## src/design/ilm_pkg.sv

```systemverilog
`default_nettype none
// ---------------------------------------------------------------------------
// ilm_pkg
// Shared types, codes and helpers for the logistic marginals block.
// ---------------------------------------------------------------------------
package ilm_pkg;

   localparam int DefNumFeatures   = 16;
   localparam int DefNumDims       = 4;
   localparam int DefNumCategories = 4;

   localparam int KindW  = 3;
   localparam int DimW   = 2;
   localparam int SlotW  = 4;
   localparam int ValW   = 16;
   localparam int AccW   = 40;
   localparam int ProbW  = 16;

   typedef enum logic [KindW-1:0] {
      KIND_WEIGHT  = 3'd0,
      KIND_BIAS    = 3'd1,
      KIND_LOG_OUT = 3'd2,
      KIND_LOG_IN  = 3'd3,
      KIND_FEATURE = 3'd4,
      KIND_OBSERVE = 3'd5,
      KIND_SPARE6  = 3'd6,
      KIND_SPARE7  = 3'd7
   } kind_type;

   localparam logic RESULT_MARGINAL = 1'b0;
   localparam logic RESULT_PAIR     = 1'b1;

   // Datapath commands from the controller.
   typedef enum logic [2:0] {
      CMD_NONE    = 3'd0,
      CMD_LOAD    = 3'd1,  // apply the taken item to its store
      CMD_MAC     = 3'd2,  // one feature product into dimension dim_a
      CMD_SCORE   = 3'd3,  // finish dimension dim_a: sigmoid, clear
      CMD_PAIR_MUL = 3'd4, // multiply marginals dim_a, dim_b
      CMD_EMIT_M  = 3'd5,  // load output with marginal dim_a
      CMD_EMIT_P  = 3'd6   // load output with pair product
   } cmd_kind_type;

   typedef struct packed {
      cmd_kind_type op;
      logic [7:0]   dim_a;
      logic [7:0]   dim_b;
      logic         last_result;
   } ctl_cmd_type;

   // Piecewise-linear sigmoid on a Q.16 score, saturated to Q0.16.
   function automatic logic [ProbW-1:0] sigmoid_q16(input logic signed [AccW+1:0] s);
      logic [AccW+1:0] a;
      logic [AccW+1:0] y;
      a = s[AccW+1] ? (~s + 1'b1) : s;
      if (a >= (AccW+2)'(5 * 65536))     y = (AccW+2)'(65536);
      else if (a >= (AccW+2)'(155648))   y = (a >> 5) + (AccW+2)'(55296);
      else if (a >= (AccW+2)'(65536))    y = (a >> 3) + (AccW+2)'(40960);
      else                               y = (a >> 2) + (AccW+2)'(32768);
      if (s[AccW+1]) y = (AccW+2)'(65536) - y;
      if (y > (AccW+2)'(65535)) y = (AccW+2)'(65535);
      return y[ProbW-1:0];
   endfunction

endpackage
`default_nettype wire

```

## src/design/ilm_datapath.sv

```systemverilog
`default_nettype none
// ---------------------------------------------------------------------------
// ilm_datapath
// Stores, shared multiply-accumulate, sigmoid and pair multiplier.
// ---------------------------------------------------------------------------
module ilm_datapath #(
   parameter int NUM_FEATURES   = ilm_pkg::DefNumFeatures,
   parameter int NUM_DIMS       = ilm_pkg::DefNumDims,
   parameter int NUM_CATEGORIES = ilm_pkg::DefNumCategories
) (
   input  wire logic                       clock,
   input  wire logic                       reset,
   input  wire ilm_pkg::ctl_cmd_type       cmd,
   input  wire logic [ilm_pkg::KindW-1:0]  item_kind,
   input  wire logic [ilm_pkg::DimW-1:0]   item_dim,
   input  wire logic [ilm_pkg::SlotW-1:0]  item_slot,
   input  wire logic signed [ilm_pkg::ValW-1:0] item_value,
   input  wire logic                       item_observed,
   input  wire logic                       posterior_mode,
   output logic                            out_kind,
   output logic [ilm_pkg::DimW-1:0]        out_first,
   output logic [ilm_pkg::DimW-1:0]        out_second,
   output logic [ilm_pkg::ProbW-1:0]       out_prob,
   output logic                            out_last
);
   import ilm_pkg::*;

   localparam int CW = (NUM_CATEGORIES > 1) ? $clog2(NUM_CATEGORIES) : 1;
   localparam int DW = (NUM_DIMS > 1) ? $clog2(NUM_DIMS) : 1;

   logic signed [ValW-1:0] weight_mem [NUM_DIMS*NUM_FEATURES];
   logic signed [ValW-1:0] bias_ff    [NUM_DIMS];
   logic signed [ValW-1:0] lout_ff    [NUM_DIMS*NUM_CATEGORIES];
   logic signed [ValW-1:0] lin_ff     [NUM_DIMS*NUM_CATEGORIES];
   logic [AccW-1:0]        acc_ff     [NUM_DIMS];
   logic                   obs_ff     [NUM_DIMS];
   logic [SlotW-1:0]       cat_ff     [NUM_DIMS];
   logic [ProbW-1:0]       marg_ff    [NUM_DIMS];
   logic [2*ProbW-1:0]     pair_ff;
   logic signed [ValW-1:0] wrd_ff;

   logic [DW-1:0] da, db;
   logic [DW-1:0] rd_dim;
   logic          dim_ok, feat_ok, cat_ok;
   logic signed [2*ValW-1:0] prod;
   logic signed [AccW+1:0] score;
   logic [CW-1:0] cat_idx;
   logic          use_em;
   logic [2*ProbW:0] pair_rnd;

   assign da      = cmd.dim_a[DW-1:0];
   assign db      = cmd.dim_b[DW-1:0];
   assign dim_ok  = 32'(item_dim) < NUM_DIMS;
   assign feat_ok = 32'(item_slot) < NUM_FEATURES;
   assign cat_ok  = 32'(item_slot) < NUM_CATEGORIES;
   assign cat_idx = cat_ff[da][CW-1:0];

   // Fetch the weight one dimension ahead of the MAC that uses it.
   assign rd_dim = (cmd.op == CMD_MAC && 32'(da) != NUM_DIMS-1) ? da + 1'b1 : '0;

   // Feature product, score and pair rounding.
   always_comb begin
      prod = item_value * wrd_ff;
      use_em = posterior_mode && obs_ff[da] && (32'(cat_ff[da]) < NUM_CATEGORIES);
      score = (AccW+2)'($signed(acc_ff[da])) + ((AccW+2)'(bias_ff[da]) <<< 8);
      if (use_em) begin
         score = score
            + ((AccW+2)'(lout_ff[32'(da)*NUM_CATEGORIES + 32'(cat_idx)]) <<< 8)
            - ((AccW+2)'(lin_ff[32'(da)*NUM_CATEGORIES + 32'(cat_idx)]) <<< 8);
      end
      pair_rnd = {1'b0, pair_ff} + (2*ProbW+1)'(32768);
   end

   // Stores, registered weight read and pair product.
   always_ff @(posedge clock) begin
      if (cmd.op == CMD_LOAD && dim_ok) begin
         unique case (kind_type'(item_kind))
            KIND_WEIGHT: if (feat_ok)
               weight_mem[32'(item_dim)*NUM_FEATURES + 32'(item_slot)] <= item_value;
            KIND_BIAS: bias_ff[item_dim[DW-1:0]] <= item_value;
            KIND_LOG_OUT: if (cat_ok)
               lout_ff[32'(item_dim)*NUM_CATEGORIES + 32'(item_slot[CW-1:0])] <= item_value;
            KIND_LOG_IN: if (cat_ok)
               lin_ff[32'(item_dim)*NUM_CATEGORIES + 32'(item_slot[CW-1:0])] <= item_value;
            default: ;
         endcase
      end
      wrd_ff <= weight_mem[32'(rd_dim)*NUM_FEATURES + 32'(item_slot)];
      if (cmd.op == CMD_PAIR_MUL) pair_ff <= marg_ff[da] * marg_ff[db];
   end

   always_ff @(posedge clock) begin
      if (reset) begin
         for (int i = 0; i < NUM_DIMS; i++) begin
            acc_ff[i]  <= '0;
            obs_ff[i]  <= 1'b0;
            cat_ff[i]  <= '0;
            marg_ff[i] <= '0;
         end
      end else begin
         if (cmd.op == CMD_LOAD && dim_ok &&
             kind_type'(item_kind) == KIND_OBSERVE) begin
            obs_ff[item_dim[DW-1:0]] <= item_observed;
            cat_ff[item_dim[DW-1:0]] <= item_observed ? item_slot : '0;
         end
         if (cmd.op == CMD_MAC && feat_ok) acc_ff[da] <= acc_ff[da] + AccW'(prod);
         if (cmd.op == CMD_SCORE) begin
            marg_ff[da] <= sigmoid_q16(score);
            acc_ff[da]  <= '0;
            obs_ff[da]  <= 1'b0;
            cat_ff[da]  <= '0;
         end
      end
   end

   // Output payload register.
   always_ff @(posedge clock) begin
      if (cmd.op == CMD_EMIT_M) begin
         out_kind   <= RESULT_MARGINAL;
         out_first  <= DimW'(da);
         out_second <= DimW'(da);
         out_prob   <= marg_ff[da];
         out_last   <= cmd.last_result;
      end else if (cmd.op == CMD_EMIT_P) begin
         out_kind   <= RESULT_PAIR;
         out_first  <= DimW'(da);
         out_second <= DimW'(db);
         out_prob   <= pair_rnd[2*ProbW-1:ProbW];
         out_last   <= cmd.last_result;
      end
   end
endmodule
`default_nettype wire

```

## src/design/ilm_control.sv

```systemverilog
`default_nettype none
// ---------------------------------------------------------------------------
// ilm_control
// Sequencer: item capture, per-dimension MAC, scoring and result emission.
// ---------------------------------------------------------------------------
module ilm_control #(
   parameter int NUM_DIMS = ilm_pkg::DefNumDims
) (
   input  wire logic                 clock,
   input  wire logic                 reset,
   input  wire logic                 req_valid,
   output logic                      req_ready,
   input  wire logic [ilm_pkg::KindW-1:0] req_kind,
   input  wire logic                 req_last,
   output logic                      rsp_valid,
   input  wire logic                 rsp_ready,
   output ilm_pkg::ctl_cmd_type      cmd
);
   import ilm_pkg::*;

   typedef enum logic [2:0] {
      ST_IDLE, ST_MAC, ST_SCORE, ST_MARG, ST_MUL, ST_PAIR, ST_WAIT
   } state_type;

   state_type state_ff, state_in;
   logic [7:0] a_ff, a_in, b_ff, b_in;
   logic       last_ff, last_in;
   logic       pend_ff, pend_in;   // beat held in output register
   logic       nextp_ff, nextp_in; // state after the wait
   logic       take;

   assign req_ready = (state_ff == ST_IDLE);
   assign take      = req_valid && req_ready;
   assign rsp_valid = pend_ff;

   always_comb begin
      state_in = state_ff; a_in = a_ff; b_in = b_ff; last_in = last_ff;
      pend_in = pend_ff; nextp_in = nextp_ff;
      cmd = '{op: CMD_NONE, dim_a: a_ff, dim_b: b_ff, last_result: 1'b0};
      if (pend_ff && rsp_ready) pend_in = 1'b0;
      unique case (state_ff)
         ST_IDLE: if (take) begin
            cmd.op = CMD_LOAD;
            last_in = req_last;
            a_in = '0;
            if (kind_type'(req_kind) == KIND_FEATURE) state_in = ST_MAC;
            else if (req_last) state_in = ST_SCORE;
         end
         ST_MAC: begin
            cmd.op = CMD_MAC;
            if (32'(a_ff) == NUM_DIMS-1) begin
               a_in = '0;
               state_in = last_ff ? ST_SCORE : ST_IDLE;
            end else a_in = a_ff + 8'd1;
         end
         ST_SCORE: begin
            cmd.op = CMD_SCORE;
            if (32'(a_ff) == NUM_DIMS-1) begin
               a_in = '0; state_in = ST_MARG;
            end else a_in = a_ff + 8'd1;
         end
         ST_MARG: if (!pend_ff || rsp_ready) begin
            cmd.op = CMD_EMIT_M;
            cmd.last_result = (NUM_DIMS == 1);
            pend_in = 1'b1;
            if (32'(a_ff) == NUM_DIMS-1) begin
               if (NUM_DIMS == 1) state_in = ST_IDLE;
               else begin a_in = '0; b_in = 8'd1; state_in = ST_MUL; end
            end else a_in = a_ff + 8'd1;
         end
         ST_MUL: begin
            cmd.op = CMD_PAIR_MUL;
            state_in = ST_PAIR;
         end
         ST_PAIR: if (!pend_ff || rsp_ready) begin
            cmd.op = CMD_EMIT_P;
            cmd.last_result = (32'(a_ff) == NUM_DIMS-2) && (32'(b_ff) == NUM_DIMS-1);
            pend_in = 1'b1;
            if (cmd.last_result) state_in = ST_IDLE;
            else begin
               state_in = ST_MUL;
               if (32'(b_ff) == NUM_DIMS-1) begin
                  a_in = a_ff + 8'd1; b_in = a_ff + 8'd2;
               end else b_in = b_ff + 8'd1;
            end
         end
         ST_WAIT: state_in = nextp_ff ? ST_PAIR : ST_IDLE;
         default: state_in = ST_IDLE;
      endcase
   end

   always_ff @(posedge clock) begin
      if (reset) begin
         state_ff <= ST_IDLE; a_ff <= '0; b_ff <= '0;
         last_ff <= 1'b0; pend_ff <= 1'b0; nextp_ff <= 1'b0;
      end else begin
         state_ff <= state_in; a_ff <= a_in; b_ff <= b_in;
         last_ff <= last_in; pend_ff <= pend_in; nextp_ff <= nextp_in;
      end
   end
endmodule
`default_nettype wire

```

## src/design/independent_logistic_marginals.sv

```systemverilog
`default_nettype none
// ---------------------------------------------------------------------------
// independent_logistic_marginals
// Per-dimension logistic scores with sigmoid marginals and pair products.
// ---------------------------------------------------------------------------
// Load and observation items are applied when taken. A feature item runs
// through the single shared multiply-accumulate, which visits one
// dimension per cycle. A sample's closing item then scores all NUM_DIMS
// dimensions, then gives NUM_DIMS marginal beats at one per cycle while
// rsp_ready is high, and NUM_DIMS*(NUM_DIMS-1)/2 pair beats, each through
// the one shared multiplier and then the output register, all stalled
// by rsp_ready. The next item may be taken while the sample's final beat
// waits in the output register.
module independent_logistic_marginals #(
   parameter int NUM_FEATURES   = ilm_pkg::DefNumFeatures,
   parameter int NUM_DIMS       = ilm_pkg::DefNumDims,
   parameter int NUM_CATEGORIES = ilm_pkg::DefNumCategories
) (
   input  wire logic        clock,
   input  wire logic        reset,
   input  wire logic        csr_valid,
   output logic             csr_ready,
   input  wire logic        csr_posterior_mode,
   input  wire logic        req_valid,
   output logic             req_ready,
   input  wire logic [2:0]  req_kind,
   input  wire logic [1:0]  req_dim_index,
   input  wire logic [3:0]  req_slot_index,
   input  wire logic signed [15:0] req_value,
   input  wire logic        req_observed,
   input  wire logic        req_last,
   output logic             rsp_valid,
   input  wire logic        rsp_ready,
   output logic             rsp_result_kind,
   output logic [1:0]       rsp_first_dim,
   output logic [1:0]       rsp_second_dim,
   output logic [15:0]      rsp_probability,
   output logic             rsp_last_result
);
   import ilm_pkg::*;

   ctl_cmd_type cmd;
   logic        mode_ff;
   logic [2:0]  kind_ff;
   logic [1:0]  dim_ff;
   logic [3:0]  slot_ff;
   logic signed [15:0] value_ff;
   logic        obs_ff;
   logic        take;

   assign csr_ready = 1'b1;
   assign take = req_valid && req_ready;

   // Hold the mode register.
   always_ff @(posedge clock) begin
      if (reset) mode_ff <= 1'b0;
      else if (csr_valid) mode_ff <= csr_posterior_mode;
   end

   // Register each taken item so a feature item stays held for the MAC.
   always_ff @(posedge clock) begin
      if (take) begin
         kind_ff <= req_kind; dim_ff <= req_dim_index; slot_ff <= req_slot_index;
         value_ff <= req_value; obs_ff <= req_observed;
      end
   end

   logic [2:0]  dp_kind;
   logic [1:0]  dp_dim;
   logic [3:0]  dp_slot;
   logic signed [15:0] dp_value;
   logic        dp_obs;
   assign dp_kind  = take ? req_kind : kind_ff;
   assign dp_dim   = take ? req_dim_index : dim_ff;
   assign dp_slot  = take ? req_slot_index : slot_ff;
   assign dp_value = take ? req_value : value_ff;
   assign dp_obs   = take ? req_observed : obs_ff;

   ilm_control #(.NUM_DIMS(NUM_DIMS)) u_ctl (
      .clock, .reset, .req_valid, .req_ready, .req_kind, .req_last,
      .rsp_valid, .rsp_ready, .cmd
   );

   ilm_datapath #(
      .NUM_FEATURES(NUM_FEATURES), .NUM_DIMS(NUM_DIMS),
      .NUM_CATEGORIES(NUM_CATEGORIES)
   ) u_dp (
      .clock, .reset, .cmd,
      .item_kind(dp_kind), .item_dim(dp_dim), .item_slot(dp_slot),
      .item_value(dp_value), .item_observed(dp_obs), .posterior_mode(mode_ff),
      .out_kind(rsp_result_kind), .out_first(rsp_first_dim),
      .out_second(rsp_second_dim), .out_prob(rsp_probability),
      .out_last(rsp_last_result)
   );

`ifndef SYNTHESIS
   a_rsp_hold: assert property (@(posedge clock) disable iff (reset)
      (rsp_valid && !rsp_ready) |=> (rsp_valid && $stable(rsp_probability) &&
         $stable(rsp_first_dim) && $stable(rsp_second_dim) &&
         $stable(rsp_result_kind) && $stable(rsp_last_result)))
      else $error("result beat dropped or changed while stalled");
   a_pair_order: assert property (@(posedge clock) disable iff (reset)
      (rsp_valid && rsp_result_kind) |-> (rsp_first_dim < rsp_second_dim))
      else $error("pair dims out of order");
   a_marg_dims: assert property (@(posedge clock) disable iff (reset)
      (rsp_valid && !rsp_result_kind) |-> (rsp_first_dim == rsp_second_dim))
      else $error("marginal dims differ");
`endif
endmodule
`default_nettype wire

```

## config.mk

```make
export PLATFORM = sky130hd
export DESIGN_NAME = independent_logistic_marginals
export DESIGN_NICKNAME = d
export VERILOG_FILES = /design/src/design/ilm_pkg.sv /design/src/design/ilm_datapath.sv /design/src/design/ilm_control.sv /design/src/design/independent_logistic_marginals.sv
export SDC_FILE = /design/constraint.sdc
export NUM_CORES = 2
export LEC_CHECK = 0
export BUFFER_PORTS_ARGS = -buffer_cell sky130_fd_sc_hd__buf_2
export CAP_MARGIN = 20
export CELL_PAD_IN_SITES_DETAIL_PLACEMENT = 1
export CELL_PAD_IN_SITES_GLOBAL_PLACEMENT = 1
export CORE_ASPECT_RATIO = 0.9
export CORE_MARGIN = 4
export CORE_UTILIZATION = 48
export CTS_CLUSTER_DIAMETER = 50
export DETAILED_ROUTE_END_ITERATION = 6
export PLACE_DENSITY_LB_ADDON = 0.1
export SLEW_MARGIN = 20
export SYNTH_ARGS = -nofsm -noshare
export SYNTH_HDL_FRONTEND = slang
export SYNTH_SLANG_ARGS = --single-unit
```

## constraint.sdc

```tcl
create_clock -name clock -period 12.1 [get_ports clock]
set_clock_uncertainty 0.2 [all_clocks]
set_input_delay 1.815 -clock clock [delete_from_list [all_inputs] [get_ports clock]]
set_output_delay 1.815 -clock clock [all_outputs]
set_load 0.03 [all_outputs]
```

==> reports/metrics.cfg <==
[status]
status = complete, no violations

[timing]
rsz0062_at_grt = no
setup_slack_ps = 791
maxSlewViolCount = 0
min_period_ps = 11310
max_freq_mhz = 88.4
hold_slack_ps = 265
finalHoldViolations = 0
setup_viol = 0
post-route-period-util = 0.935
tightest_slew_ps = 1170
tns_ps = 0
slew_headroom = 0.214

[layout]
drive_gt1_frac = 0.113
final_common_cell = edfxtp_1
final_cell_mix = edfxtp_1, nand2_1, inv_1
areaGrowthSynthToFinish_pct = 10.7
layout.cells.non_filler = 11800
layout.nets = 9577

[routing]
antenna_left = 0
vias = 70800
viasPerCell = 6.00
drt_first_pass_iters = 5
finalWirelength_mm = 318
drtIter0Drc = 6469
post_drt_wl_per_cell_microns = 27.0
drc = 0

[clock_tree]
cts_sinks = 1949
cts-root-buf = clkbuf_16
clkLatencyLatePin_ps = 890
cts_buffer_depth = 3
numCtsBuffers = 206
clkTransAtPathRegs_ps = 60
cts_htree_levels = 4
ctsHoldBuffers = 0
cts_tree = yes

[setup_path]
arrival_ps = 11620
cp.required_ps = 12410
cp_slowest_cell = mux4_4
end_kind = flip-flop
r2r_slack_ps = 790
r2r_end = u_dp.marg_ff[1][9]
crit_fanout = 64
start_kind = flip-flop
max_stage_delay_ps = 1000
worstSetupPathType = reg -> reg
cp_top_family = compound AO/OA/AOI/OAI gates
worst-path-buf-inv = 6
ff2ff_path_depth = 31

[place]
dp_cells = 11400
port_buffers = 56
hpwl_mm = 207
dp_slack_ps = 333
finalWeightedCongestion = 0.896

[worst_hold_path]
min_path_type = reg -> reg
hold_path_depth = 2
hold_end = obs_ff
hp-start = obs_ff

[global_routing]
use_met1 = 0.392
grt_first_pass_wirelength_mm = 480
grt_use_met2 = 0.456
use_met3 = 0.0342
antenna_found_initial = 14
grt_pass1_vias = 74800
busiest_layer = met2
groute.usage.overall = 0.280
grt_max_degree = 198
grt_remaining_overflow = 0

[logic_synthesis]
synthCells = 8693
postSynthNetCount = 9527
avgSynthCellArea_sq_um = 12.1
synth_edf_count = 1882
ys_types = 111
ys_warn_count = 0
ys.flop_type = edfxtp_1
ys_ff_latch = 1949
yosysSeqAreaShare = 0.548
synthArstFlopShare = 0
netlist_area_sq_um = 105000

[floorplanning]
rows = 162
pin_count = 58
die-area_sq_um = 227000
die_height_microns = 453
chipWidth_microns = 502
core-area_sq_um = 217000
start_util = 0.485

[run]
cap_viol_max_count = 0

[Yosys cell counts, types with 32 or more instances]
| cell | number | area, sq um |
|---|---|---|
| a211oi_1 | 41 | 308 |
| a21o_1 | 61 | 458 |
| a21oi_1 | 289 | 1450 |
| a311oi_1 | 165 | 1450 |
| a31oi_1 | 52 | 325 |
| and2_1 | 167 | 1040 |
| and3_1 | 101 | 632 |
| buf_1 | 55 | 206 |
| clkbuf_1 | 380 | 1430 |
| dfxtp_1 | 67 | 1340 |
| edfxtp_1 | 1882 | 56500 |
| fa_1 | 490 | 9810 |
| ha_1 | 311 | 3890 |
| inv_1 | 690 | 2590 |
| mux2i_1 | 35 | 350 |
| mux4_2 | 246 | 5540 |
| nand2_1 | 1647 | 6180 |
| nand2b_1 | 32 | 200 |
| nand3_1 | 595 | 2980 |
| nand4_1 | 40 | 250 |
| nor2_1 | 433 | 1630 |
| nor2b_1 | 51 | 319 |
| nor3_1 | 86 | 430 |
| o21ai_0 | 130 | 651 |
| or3_1 | 34 | 213 |
| xnor2_1 | 118 | 1030 |
| xor2_1 | 63 | 552 |
[worst reg2reg max path, delay by kind of cell (launching register included)]
| family | cells | cell delay, ps |
|---|---|---|
| buffers and inverters | 6 | 1800 |
| AO/OA/AOI/OAI | 10 | 2930 |
| AND/OR/NAND/NOR | 8 | 2320 |
| flip-flops | 1 | 500 |
| multiplexers | 5 | 2340 |
| adder cells (fa/ha/maj) | 2 | 890 |
[cells by family after synthesis]
kind of cell / Yosys count / share of synthesized area
buffers and inverters: 1149 / 0.0417
XOR/XNOR: 182 / 0.0153
adder cells (fa/ha/maj): 801 / 0.130
AO/OA/AOI/OAI: 1015 / 0.0667
multiplexers: 297 / 0.0577
other: 1 / 0.0000356
flip-flops: 1949 / 0.548
AND/OR/NAND/NOR: 3299 / 0.140
[registers in the layout (all words and copies together), names as in the netlist, 3 cells and up, named ones only]
signal           cells
slot_ff              4
u_ctl.a_ff           8
u_ctl.b_ff           8
u_ctl.state_ff       3
u_dp.acc_ff        160
u_dp.bias_ff        64
u_dp.cat_ff         16
u_dp.lin_ff        256
u_dp.lout_ff       256
u_dp.marg_ff        64
u_dp.obs_ff          4
u_dp.out_prob       16
u_dp.pair_ff        17
u_dp.weight_mem   1024
u_dp.wrd_ff         16
value_ff            16
[worst max-delay path by stage]
stage                               endpoint  slack, ps  cells past startpoint
after CTS                 u_dp.marg_ff[1][9]        630                     36
after global placement    u_dp.acc_ff[0][37]        590                     37
after global routing      u_dp.marg_ff[1][9]         30                     34
final                     u_dp.marg_ff[1][9]        790                     31
after floorplan           u_dp.acc_ff[0][37]         70                     41
after detailed placement  u_dp.acc_ff[0][37]        330                     41
[per-stage QoR]
stage	util	area (sq um)
global placement	0.506	110000
CTS	0.536	117000
floorplan	-	106000
finish	0.537	117000
detailed placement	0.506	110000
global route	0.537	117000
[timing repair]
action                                  CTS  global route
setup buffers                             0             0
endpoints found under the setup margin    0            64
endpoints found under the hold margin     0             0
gates resized for setup                   0             5
[routing by layer]
| layer | vias up | share of wire |
|---|---|---|
| li1 | 31100 | - |
| met1 | 37000 | 0.43 |
| met2 | 2206 | 0.48 |
| met3 | 482 | 0.055 |
| met4 | 4 | 0.037 |
| met5 | - | 0.000072 |
[final cells by class]
type                       count  area, sq um
inverter                     691         2610
clock buffer                 254         5370
tap                         2870         3590
timing repair buffer         300         2350
fill                       22100       101000
sequential                  1949        57900
multi-input combinational   5595        43600
clock inverter               127         1340
antenna                        8         20.0
Power is not shown: default switching activity piles up to over one toggle a cycle in this logic, so the estimate is an artifact.
